### src/rtl/iff_pkg.sv
// Shared constants, codes and the digit character lookup for the
// integer field formatter. No dependencies.
`timescale 1ns / 1ps
`default_nettype none

package iff_pkg;

    localparam int MAX_FIELD  = 40;
    localparam int OUT_LIMIT  = MAX_FIELD + 1;
    localparam int ARG_W      = 32;
    localparam int NUM_DIGITS = 12;
    localparam int DIG_IDX_W  = $clog2(NUM_DIGITS);
    localparam int BIT_CNT_W  = $clog2(ARG_W);
    localparam int LEN_W      = $clog2(2 * MAX_FIELD + NUM_DIGITS + 4);
    localparam int FW_W       = 6;
    localparam int S_TDATA_W  = 64;
    localparam int M_TDATA_W  = 8;

    localparam logic [2:0] CONV_C  = 3'd0;
    localparam logic [2:0] CONV_D  = 3'd1;
    localparam logic [2:0] CONV_O  = 3'd2;
    localparam logic [2:0] CONV_U  = 3'd3;
    localparam logic [2:0] CONV_X  = 3'd4;
    localparam logic [2:0] CONV_XU = 3'd5;
    localparam logic [2:0] CONV_P  = 3'd6;
    localparam logic [2:0] CONV_BAD = 3'd7;

    localparam logic [1:0] SIGN_NONE  = 2'd0;
    localparam logic [1:0] SIGN_SPACE = 2'd1;

    localparam logic [7:0] CH_SPACE = 8'h20;
    localparam logic [7:0] CH_PLUS  = 8'h2B;
    localparam logic [7:0] CH_MINUS = 8'h2D;
    localparam logic [7:0] CH_ZERO  = 8'h30;
    localparam logic [7:0] CH_X_UP  = 8'h58;
    localparam logic [7:0] CH_X_LO  = 8'h78;
    localparam logic [7:0] CH_A_UP  = 8'h41;
    localparam logic [7:0] CH_A_LO  = 8'h61;

    typedef logic [3:0] digit_t;

    function automatic logic [7:0] digit_char(input digit_t d, input logic upper);
        logic [7:0] base_ch;
        base_ch = upper ? CH_A_UP : CH_A_LO;
        if (d < 4'd10) begin
            return CH_ZERO + {4'd0, d};
        end else begin
            return base_ch + {4'd0, d} - 8'd10;
        end
    endfunction

endpackage

`default_nettype wire

### src/rtl/integer_field_formatter.sv
// Sequence: a numeric conversion passes through the accept state, bit-serial
// digit conversion in S_CONV (one argument bit per cycle) and the layout states
// S_SIZE, S_PAD and S_BOUND before its first character; a literal or %c item skips S_CONV.
// Throughput: one character per cycle on the output while m_axis_tready is high; an
// item holds the block until its last character is loaded, N <= 41 characters.
// Reset: synchronous active-low aresetn clears the sequencer and output valid.
// Depends on iff_pkg.
`timescale 1ns / 1ps
`default_nettype none

module integer_field_formatter (
    input  wire logic                           aclk,
    input  wire logic                           aresetn,
    input  wire logic                           s_axis_tvalid,
    output logic                                s_axis_tready,
    // literal_char[7:0] conversion[10:8] short_arg[11] alt_form[12]
    // left_adjust[13] zero_pad[14] sign_mode[16:15] field_width[22:17]
    // min_digits[29:23] arg_value[61:30], zero fill above
    input  wire logic [iff_pkg::S_TDATA_W-1:0]  s_axis_tdata,
    // op[0]
    input  wire logic [0:0]                     s_axis_tuser,
    output logic                                m_axis_tvalid,
    input  wire logic                           m_axis_tready,
    // out_char[7:0]
    output logic [iff_pkg::M_TDATA_W-1:0]       m_axis_tdata,
    output logic                                m_axis_tlast
);
    import iff_pkg::*;

    localparam logic [2:0] S_IDLE  = 3'd0;
    localparam logic [2:0] S_CONV  = 3'd1;
    localparam logic [2:0] S_SIZE  = 3'd2;
    localparam logic [2:0] S_PAD   = 3'd3;
    localparam logic [2:0] S_BOUND = 3'd4;
    localparam logic [2:0] S_EMIT  = 3'd5;

    // input fields
    logic [7:0]       in_lit;
    logic [2:0]       in_cv;
    logic             in_short, in_alt, in_left, in_zpad;
    logic [1:0]       in_sm;
    logic [FW_W-1:0]  in_fw;
    logic [6:0]       in_md;
    logic [ARG_W-1:0] in_arg;

    assign in_lit   = s_axis_tdata[7:0];
    assign in_cv    = s_axis_tdata[10:8];
    assign in_short = s_axis_tdata[11];
    assign in_alt   = s_axis_tdata[12];
    assign in_left  = s_axis_tdata[13];
    assign in_zpad  = s_axis_tdata[14];
    assign in_sm    = s_axis_tdata[16:15];
    assign in_fw    = s_axis_tdata[22:17];
    assign in_md    = s_axis_tdata[29:23];
    assign in_arg   = s_axis_tdata[61:30];

    logic [2:0]                       state_reg, state_next;
    logic [2:0]                       cv_reg, cv_next;
    logic [7:0]                       chr_reg, chr_next;
    logic [ARG_W-1:0]                 sh_reg, sh_next;
    logic [NUM_DIGITS-1:0][3:0]       dig_reg, dig_next;
    logic [BIT_CNT_W-1:0]             bit_cnt_reg, bit_cnt_next;
    logic                             left_reg, left_next;
    logic                             zpad_reg, zpad_next;
    logic                             alt_reg, alt_next;
    logic [FW_W-1:0]                  width_reg, width_next;
    logic [FW_W-1:0]                  prec_reg, prec_next;
    logic                             prec0_reg, prec0_next;
    logic                             sign_reg, sign_next;
    logic [7:0]                       sign_char_reg, sign_char_next;
    logic [DIG_IDX_W:0]               size_reg, size_next;
    logic                             hexpfx_reg, hexpfx_next;
    logic [LEN_W-1:0]                 pad_reg, pad_next;
    logic [LEN_W-1:0]                 pz_reg, pz_next;
    logic [LEN_W-1:0]                 b1_reg, b1_next, b2_reg, b2_next, b3_reg, b3_next;
    logic [LEN_W-1:0]                 b4_reg, b4_next, b5_reg, b5_next, b6_reg, b6_next;
    logic [LEN_W-1:0]                 len_reg, len_next;
    logic [LEN_W-1:0]                 n_reg, n_next;
    logic                             m_valid_reg, m_valid_next;
    logic [7:0]                       m_data_reg, m_data_next;
    logic                             m_last_reg, m_last_next;

    // accept-side preparation
    logic             accept;
    logic [ARG_W-1:0] arg_narrow, arg_abs;
    logic             arg_neg, prec_given, numeric;
    logic [FW_W-1:0]  prec_sat, width_sat;

    // conversion step
    logic [4:0]            base;
    logic [3:0]            half;
    logic [NUM_DIGITS-1:0] carry;
    logic [NUM_DIGITS-1:0] carry_in;
    logic [NUM_DIGITS-1:0][3:0] dig_step;

    // size, layout and character select
    logic [DIG_IDX_W:0]   k_cnt;
    logic [LEN_W-1:0]     size_w, prec_w, body, realsz;
    logic [LEN_W-1:0]     di_full;
    logic [DIG_IDX_W-1:0] di;
    digit_t               cur_digit;
    logic [7:0]           cur_char;
    logic                 load_out;

    assign accept        = s_axis_tvalid && s_axis_tready;
    assign s_axis_tready = (state_reg == S_IDLE);
    assign m_axis_tvalid = m_valid_reg;
    assign m_axis_tdata  = m_data_reg;
    assign m_axis_tlast  = m_last_reg;

    always_comb begin
        if (in_short && in_cv != CONV_P) begin
            if (in_cv == CONV_D && in_arg[15]) begin
                arg_narrow = {16'hFFFF, in_arg[15:0]};
            end else begin
                arg_narrow = {16'h0000, in_arg[15:0]};
            end
        end else begin
            arg_narrow = in_arg;
        end
        arg_neg    = (in_cv == CONV_D) && arg_narrow[ARG_W-1];
        arg_abs    = arg_neg ? (ARG_W'(0) - arg_narrow) : arg_narrow;
        numeric    = (in_cv != CONV_C);
        prec_given = !in_md[6];
        prec_sat   = (in_md[5:0] > FW_W'(MAX_FIELD)) ? FW_W'(MAX_FIELD) : in_md[5:0];
        width_sat  = (in_fw > FW_W'(MAX_FIELD)) ? FW_W'(MAX_FIELD) : in_fw;
    end

    always_comb begin
        case (cv_reg)
            CONV_D, CONV_U: base = 5'd10;
            CONV_O:         base = 5'd8;
            default:        base = 5'd16;
        endcase
        half = base[4:1];
        for (int i = 0; i < NUM_DIGITS; i++) begin
            carry[i] = (dig_reg[i] >= half);
        end
        carry_in = {carry[NUM_DIGITS-2:0], sh_reg[ARG_W-1]};
        for (int i = 0; i < NUM_DIGITS; i++) begin
            dig_step[i] = 4'(({dig_reg[i], carry_in[i]})
                             - (carry[i] ? base : 5'd0));
        end
    end

    always_comb begin
        k_cnt = '0;
        for (int i = 0; i < NUM_DIGITS; i++) begin
            if (dig_reg[i] != 4'd0) begin
                k_cnt = (DIG_IDX_W + 1)'(i + 1);
            end
        end
    end

    always_comb begin
        size_w = LEN_W'(size_reg);
        prec_w = LEN_W'(prec_reg);
        body   = (prec_w > size_w) ? prec_w : size_w;
        realsz = body + LEN_W'(sign_reg) + (hexpfx_reg ? LEN_W'(2) : LEN_W'(0));
    end

    always_comb begin
        di_full   = b6_reg - LEN_W'(1) - n_reg;
        di        = di_full[DIG_IDX_W-1:0];
        cur_digit = (di_full < LEN_W'(NUM_DIGITS)) ? dig_reg[di] : 4'd0;
        if (n_reg < b1_reg) begin
            cur_char = CH_SPACE;
        end else if (n_reg < b2_reg) begin
            cur_char = sign_char_reg;
        end else if (n_reg < b3_reg) begin
            cur_char = (n_reg == b2_reg) ? CH_ZERO
                     : ((cv_reg == CONV_XU) ? CH_X_UP : CH_X_LO);
        end else if (n_reg < b5_reg) begin
            cur_char = CH_ZERO;
        end else if (n_reg < b6_reg) begin
            cur_char = (cv_reg == CONV_C) ? chr_reg
                     : digit_char(cur_digit, cv_reg == CONV_XU);
        end else begin
            cur_char = CH_SPACE;
        end
    end

    assign load_out = !m_valid_reg || m_axis_tready;

    always_comb begin
        state_next     = state_reg;
        cv_next        = cv_reg;
        chr_next       = chr_reg;
        sh_next        = sh_reg;
        dig_next       = dig_reg;
        bit_cnt_next   = bit_cnt_reg;
        left_next      = left_reg;
        zpad_next      = zpad_reg;
        alt_next       = alt_reg;
        width_next     = width_reg;
        prec_next      = prec_reg;
        prec0_next     = prec0_reg;
        sign_next      = sign_reg;
        sign_char_next = sign_char_reg;
        size_next      = size_reg;
        hexpfx_next    = hexpfx_reg;
        pad_next       = pad_reg;
        pz_next        = pz_reg;
        b1_next        = b1_reg;
        b2_next        = b2_reg;
        b3_next        = b3_reg;
        b4_next        = b4_reg;
        b5_next        = b5_reg;
        b6_next        = b6_reg;
        len_next       = len_reg;
        n_next         = n_reg;
        m_valid_next   = m_valid_reg;
        m_data_next    = m_data_reg;
        m_last_next    = m_last_reg;

        if (m_axis_tready) begin
            m_valid_next = 1'b0;
        end

        case (state_reg)
            S_IDLE: begin
                if (accept) begin
                    sh_next      = arg_abs;
                    dig_next     = '0;
                    bit_cnt_next = '0;
                    hexpfx_next  = 1'b0;
                    if (!s_axis_tuser[0]) begin
                        // literal: same path as %c with no flags
                        cv_next    = CONV_C;
                        chr_next   = in_lit;
                        left_next  = 1'b0;
                        zpad_next  = 1'b0;
                        alt_next   = 1'b0;
                        width_next = '0;
                        prec_next  = '0;
                        prec0_next = 1'b0;
                        sign_next  = 1'b0;
                        state_next = S_SIZE;
                    end else if (in_cv != CONV_BAD) begin
                        cv_next        = in_cv;
                        chr_next       = in_arg[7:0];
                        left_next      = in_left;
                        zpad_next      = in_zpad && !(numeric && prec_given);
                        alt_next       = in_alt;
                        width_next     = width_sat;
                        prec_next      = (numeric && prec_given) ? prec_sat : '0;
                        prec0_next     = prec_given && (prec_sat == '0);
                        sign_next      = (in_cv == CONV_D) && (arg_neg || in_sm != SIGN_NONE);
                        sign_char_next = arg_neg ? CH_MINUS
                                       : ((in_sm == SIGN_SPACE) ? CH_SPACE : CH_PLUS);
                        state_next     = numeric ? S_CONV : S_SIZE;
                    end
                end
            end
            S_CONV: begin
                dig_next     = dig_step;
                sh_next      = {sh_reg[ARG_W-2:0], 1'b0};
                bit_cnt_next = bit_cnt_reg + BIT_CNT_W'(1);
                if (bit_cnt_reg == BIT_CNT_W'(ARG_W - 1)) begin
                    state_next = S_SIZE;
                end
            end
            S_SIZE: begin
                if (cv_reg == CONV_C) begin
                    size_next = (DIG_IDX_W + 1)'(1);
                end else if (k_cnt == '0) begin
                    size_next = prec0_reg ? '0 : (DIG_IDX_W + 1)'(1);
                end else if (cv_reg == CONV_O && alt_reg) begin
                    size_next = k_cnt + (DIG_IDX_W + 1)'(1);
                end else begin
                    size_next = k_cnt;
                end
                hexpfx_next = (cv_reg == CONV_X || cv_reg == CONV_XU) && alt_reg
                              && (k_cnt != '0);
                state_next  = S_PAD;
            end
            S_PAD: begin
                pad_next   = (LEN_W'(width_reg) > realsz) ? LEN_W'(width_reg) - realsz
                                                          : LEN_W'(0);
                pz_next    = (prec_w > size_w) ? prec_w - size_w : LEN_W'(0);
                // total length is the wider of field width and realsz (body, sign, prefix); clip at the limit
                if (LEN_W'(width_reg) > realsz) begin
                    len_next = LEN_W'(width_reg);
                end else begin
                    len_next = realsz;
                end
                if (len_next > LEN_W'(OUT_LIMIT)) begin
                    len_next = LEN_W'(OUT_LIMIT);
                end
                state_next = S_BOUND;
            end
            S_BOUND: begin
                b1_next = (!left_reg && !zpad_reg) ? pad_reg : LEN_W'(0);
                b2_next = b1_next + LEN_W'(sign_reg);
                b3_next = b2_next + (hexpfx_reg ? LEN_W'(2) : LEN_W'(0));
                b4_next = b3_next + ((!left_reg && zpad_reg) ? pad_reg : LEN_W'(0));
                b5_next = b4_next + pz_reg;
                b6_next = b5_next + size_w;
                n_next  = '0;
                state_next = S_EMIT;
            end
            S_EMIT: begin
                if (len_reg == '0) begin
                    state_next = S_IDLE;
                end else if (load_out) begin
                    m_valid_next = 1'b1;
                    m_data_next  = cur_char;
                    m_last_next  = (n_reg == len_reg - LEN_W'(1));
                    n_next       = n_reg + LEN_W'(1);
                    if (n_reg == len_reg - LEN_W'(1)) begin
                        state_next = S_IDLE;
                    end
                end
            end
            default: begin
                state_next = S_IDLE;
            end
        endcase
    end

    always_ff @(posedge aclk) begin
        if (!aresetn) begin
            state_reg   <= S_IDLE;
            m_valid_reg <= 1'b0;
        end else begin
            state_reg   <= state_next;
            m_valid_reg <= m_valid_next;
        end
        cv_reg        <= cv_next;
        chr_reg       <= chr_next;
        sh_reg        <= sh_next;
        dig_reg       <= dig_next;
        bit_cnt_reg   <= bit_cnt_next;
        left_reg      <= left_next;
        zpad_reg      <= zpad_next;
        alt_reg       <= alt_next;
        width_reg     <= width_next;
        prec_reg      <= prec_next;
        prec0_reg     <= prec0_next;
        sign_reg      <= sign_next;
        sign_char_reg <= sign_char_next;
        size_reg      <= size_next;
        hexpfx_reg    <= hexpfx_next;
        pad_reg       <= pad_next;
        pz_reg        <= pz_next;
        b1_reg        <= b1_next;
        b2_reg        <= b2_next;
        b3_reg        <= b3_next;
        b4_reg        <= b4_next;
        b5_reg        <= b5_next;
        b6_reg        <= b6_next;
        len_reg       <= len_next;
        n_reg         <= n_next;
        m_data_reg    <= m_data_next;
        m_last_reg    <= m_last_next;
    end

    a_layout_order: assert property (@(posedge aclk) disable iff (!aresetn)
        (state_reg == S_EMIT) |-> (b1_reg <= b2_reg && b2_reg <= b3_reg &&
                                   b3_reg <= b4_reg && b4_reg <= b5_reg &&
                                   b5_reg <= b6_reg))
        else $error("character layout boundaries out of order");

    a_len_limit: assert property (@(posedge aclk) disable iff (!aresetn)
        (state_reg == S_EMIT && n_reg != '0) |-> (n_reg < len_reg &&
                                                  len_reg <= LEN_W'(OUT_LIMIT)))
        else $error("character index beyond clipped length");

    a_pending_tail: assert property (@(posedge aclk) disable iff (!aresetn)
        (m_valid_reg && !m_last_reg) |-> (state_reg == S_EMIT))
        else $error("item released before its last character");

    a_literal_path: assert property (@(posedge aclk) disable iff (!aresetn)
        (accept && !s_axis_tuser[0]) |=> (state_reg == S_SIZE && cv_reg == CONV_C))
        else $error("literal did not bypass conversion");

endmodule

`default_nettype wire
### config.mk
export PLATFORM = sky130hd
export DESIGN_NAME = integer_field_formatter
export DESIGN_NICKNAME = d
export VERILOG_FILES = /design/src/rtl/iff_pkg.sv /design/src/rtl/integer_field_formatter.sv
export SDC_FILE = /design/constraint.sdc
export NUM_CORES = 1
export LEC_CHECK = 0
export ABC_AREA = 1
export BUFFER_PORTS_ARGS = -buffer_cell sky130_fd_sc_hd__clkbuf_2
export CAP_MARGIN = 10
export CORE_MARGIN = 3
export CORE_UTILIZATION = 34
export CTS_BUF_LIST = sky130_fd_sc_hd__clkbuf_16
export DETAILED_ROUTE_END_ITERATION = 16
export SYNTH_ARGS = -nofsm -noshare
export SYNTH_HDL_FRONTEND = slang
export SYNTH_SLANG_ARGS = --single-unit
### constraint.sdc
create_clock -name aclk -period 4.8 [get_ports aclk]
set_input_delay 0.24 -clock aclk [delete_from_list [all_inputs] [get_ports aclk]]
set_output_delay 0.24 -clock aclk [all_outputs]
set_load 0.01 [all_outputs]
==> key figures <==
Placed design
  – IO buf count: 77
  – GPL Wtd Cong: 0.855
  – Placed cells: 2,138
  – Placed wire-length estimate: 24,600 um

Layout
  – Post-Layout Cell Count: 2,170
  – Layout cells sized above 1: 9.93%
  – Max reg flops: 48
  – Fillers: 3,952
  – Antenna diode count: 0
  – Fin nets: 1,851
  – Area Overhead vs Synth: 11.3%

Outcome
  – Outcome: completed

Hold path
  – Hold depth: 3
  – Hold path endpoint: alt_reg
  – Hold/Removal Path Class: in -> reg
  – Worst Min Path Start: s_axis_tdata[12]

Global route
  – First-pass GRT wire length: 52,600 um
  – Total global-route track usage: 15.6%
  – Vias in the first global route: 10,300
  – Grt total ovfl: 0
  – Largest net degree at the start of global routing: 86
  – Initial antenna violation count: 0

Yosys
  – Syn_nets: 1,773
  – Yosys reg bits: 197
  – Ys async rst share: 0%
  – Yosys synthesis warning count: 0
  – Seq/Total Area, Yosys: 43.0%
  – Yosys cell types: 59
  – Post-synth top flop: edfxtp_1
  – Top cell type's share of synthesized area: 42.5%
  – Cell area after synthesis: 13,600 um^2
  – Yosys top cell by area: edfxtp_1
  – EDFF count, synth: 193
  – Syn_area_per_cell: 8.74 um^2
  – Post-Synthesis Cells: 1,561
  – Top post-synthesis cells by area: edfxtp_1, ha_1, nand2_1

STA
  – Final Hold Vio Count: 0
  – Slew headroom: 22.5%
  – Final period util: 91.2%
  – Minimum clock period: 4380 ps
  – Setup-failing EPs final: 0
  – Clock Skews: 9.92 ps
  – Fin Setup TNS: 0 ps
  – Worst-Margin Slew: 1160 ps
  – Achievable Freq: 228 MHz
  – RSZ-0062 raised after global routing: no
  – Final max-slew violation count: 0

Clock network
  – CTS-repair resized insts: 0
  – CTS HTree Levels: 4
  – Hold-fix buffers, CTS: 0
  – Clk_lat worst skew: 440 ps
  – CTS Buffer Depth: 2
  – Postcts setup bufs: 0
  – Root buf cell: clkbuf_16
  – Clock-pin slew on the worst setup and hold paths: 70 ps
  – CTS tree: yes
  – TritonCTS Sinks: 197
  – TritonCTS Buffers: 17

Floorplan
  – Initial core utilization: 34.8%
  – Core footprint: 39,200 um^2
  – Num ports: 80
  – # rows: 72
  – Die Span Y: 206 um
  – Die X: 206 um
  – Die ar.: 42,600 um^2

Worst setup path
  – Setup CP Type: reg -> reg
  – CP Data Arrival Time: 4560 ps
  – CP Capture Type: flop
  – Critical path fanouts, max: 6
  – Reg2Reg Setup Slack: 420 ps
  – Crit path required time: 4990 ps
  – Reg2reg end: b6_reg[6]
  – Worst setup SP type: flop
  – Worst r2r src: left_reg
  – Reg2reg path depth: 24

Power and ir drop
  – LEAKAGE: 7.08 nW
  – PD cells: 660 nW/um^2
  – Worst VDD drop: 0.000393 V
  – Total power: 10.0 mW

Route
  – Final ANT Viol Nets: 0
  – DRT Wirelength: 32,400 um
  – Drt pass-1 iters: 5
  – Residual DRC: 0
  – Drt wl/cell: 14.9 um
  – Vias: 10,400
  – 1st-iter DRT viols: 712
  – Vias/cell: 4.81

Job
  – Number of max-cap violations: 0
## critical path, stage by stage (launching register included)
cell and delay, ps:
edfxtp_1 400, nor2_2 160, inv_1 120, nor2_2 120, ha_1 180, ha_1 140
inv_1 50, nor2_1 100, inv_1 60, nand2_1 50, inv_1 60, ha_1 240
xor2_2 200, fa_1 520, inv_1 40, ha_1 340, a21oi_1 180, inv_1 50
a31oi_1 190, xor2_1 170, inv_1 70, ha_1 310, a21oi_1 170, nor2_1 70
xnor2_1 130
## routing by layer
| layer | wire length (um) | vias to the layer above | track usage [%] |
|---|---|---|---|
| li1 | - | 5352 | - |
| met1 | 15500 | 4826 | 21.1 |
| met2 | 14800 | 229 | 25.6 |
| met3 | 1390 | 40 | 2.52 |
| met4 | 680 | 0 | 4.73 |
| met5 | 0 | - | 0 |
## cell usage after synthesis, drive strengths merged (17+ instances only)
| library cell | n |
|---|---|
| a21oi | 114 |
| clkbuf | 23 |
| edfxtp | 193 |
| ha | 131 |
| inv | 278 |
| nand2 | 295 |
| nand3 | 48 |
| nand4 | 17 |
| nor2 | 140 |
| nor3 | 36 |
| o21ai | 74 |
| xnor2 | 21 |
| xor2 | 56 |
## cell type report
| class | instances | area (um^2) | area share [%] |
|---|---|---|---|
| inverters | 280 | 1050 | 6.92 |
| repair buffers | 91 | 503 | 3.31 |
| well taps | 518 | 648 | 4.27 |
| multi-input cells | 1052 | 6620 | 43.5 |
| flip-flops and latches | 197 | 5880 | 38.7 |
| clock inverters | 15 | 77.6 | 0.510 |
| clock buffers | 17 | 425 | 2.80 |
## per-stage QoR
step	util, %	hold slack [ps]	worst slack [ps]	instance area (um^2)
2_1_floorplan	-	366	746	13600
6_report	38.8	68.5	423	15200
4_1_cts	38.7	46.5	357	15200
3_5_place_dp	37.5	507	368	14700
3_3_place_gp	37.5	500	453	14700
5_1_grt	38.8	86.8	25.1	15200
## power breakdown
part	internal (mW)	switching, mW	total, mW
registers	2.97	0.457	3.43
clock network	0.647	0.637	1.28
logic	1.86	3.46	5.32
## cell families after synthesis
group           count (synthesis)  synth area share [%]
simple gates                  588                  19.2
buf+inv                       312                  8.74
compound gates                243                  10.2
flops                         197                  43.0
fa+ha+maj                     143                  13.8
xor+xnor                       77                  5.00
other cells                     1                0.0275
## worst max-delay path by stage
stage / endpoint / cells past startpoint / from
after floorplan: b6_reg[6] / 20 / left_reg
after global placement: b6_reg[6] / 24 / left_reg
after detailed placement: b6_reg[6] / 24 / left_reg
after CTS: b6_reg[6] / 24 / left_reg
after global routing: b6_reg[6] / 24 / left_reg
final: b6_reg[6] / 24 / left_reg
## placed cells by master (no fill, tap or decap), types with 15 or more instances in the layout
cell type,netlist,routed
nand2_1,286,285
inv_1,275,277
edfxtp_1,193,193
nor2_1,137,133
ha_1,131,131
a21oi_1,112,111
clkbuf_2,0,77
o21ai_0,63,62
xor2_1,56,55
nand3_1,44,44
nor3_1,31,30
xnor2_1,20,20
clkbuf_16,0,17
nand4_1,16,16
nand3b_1,15,15
o21bai_1,15,15
Power figures use the tool's default switching activity.
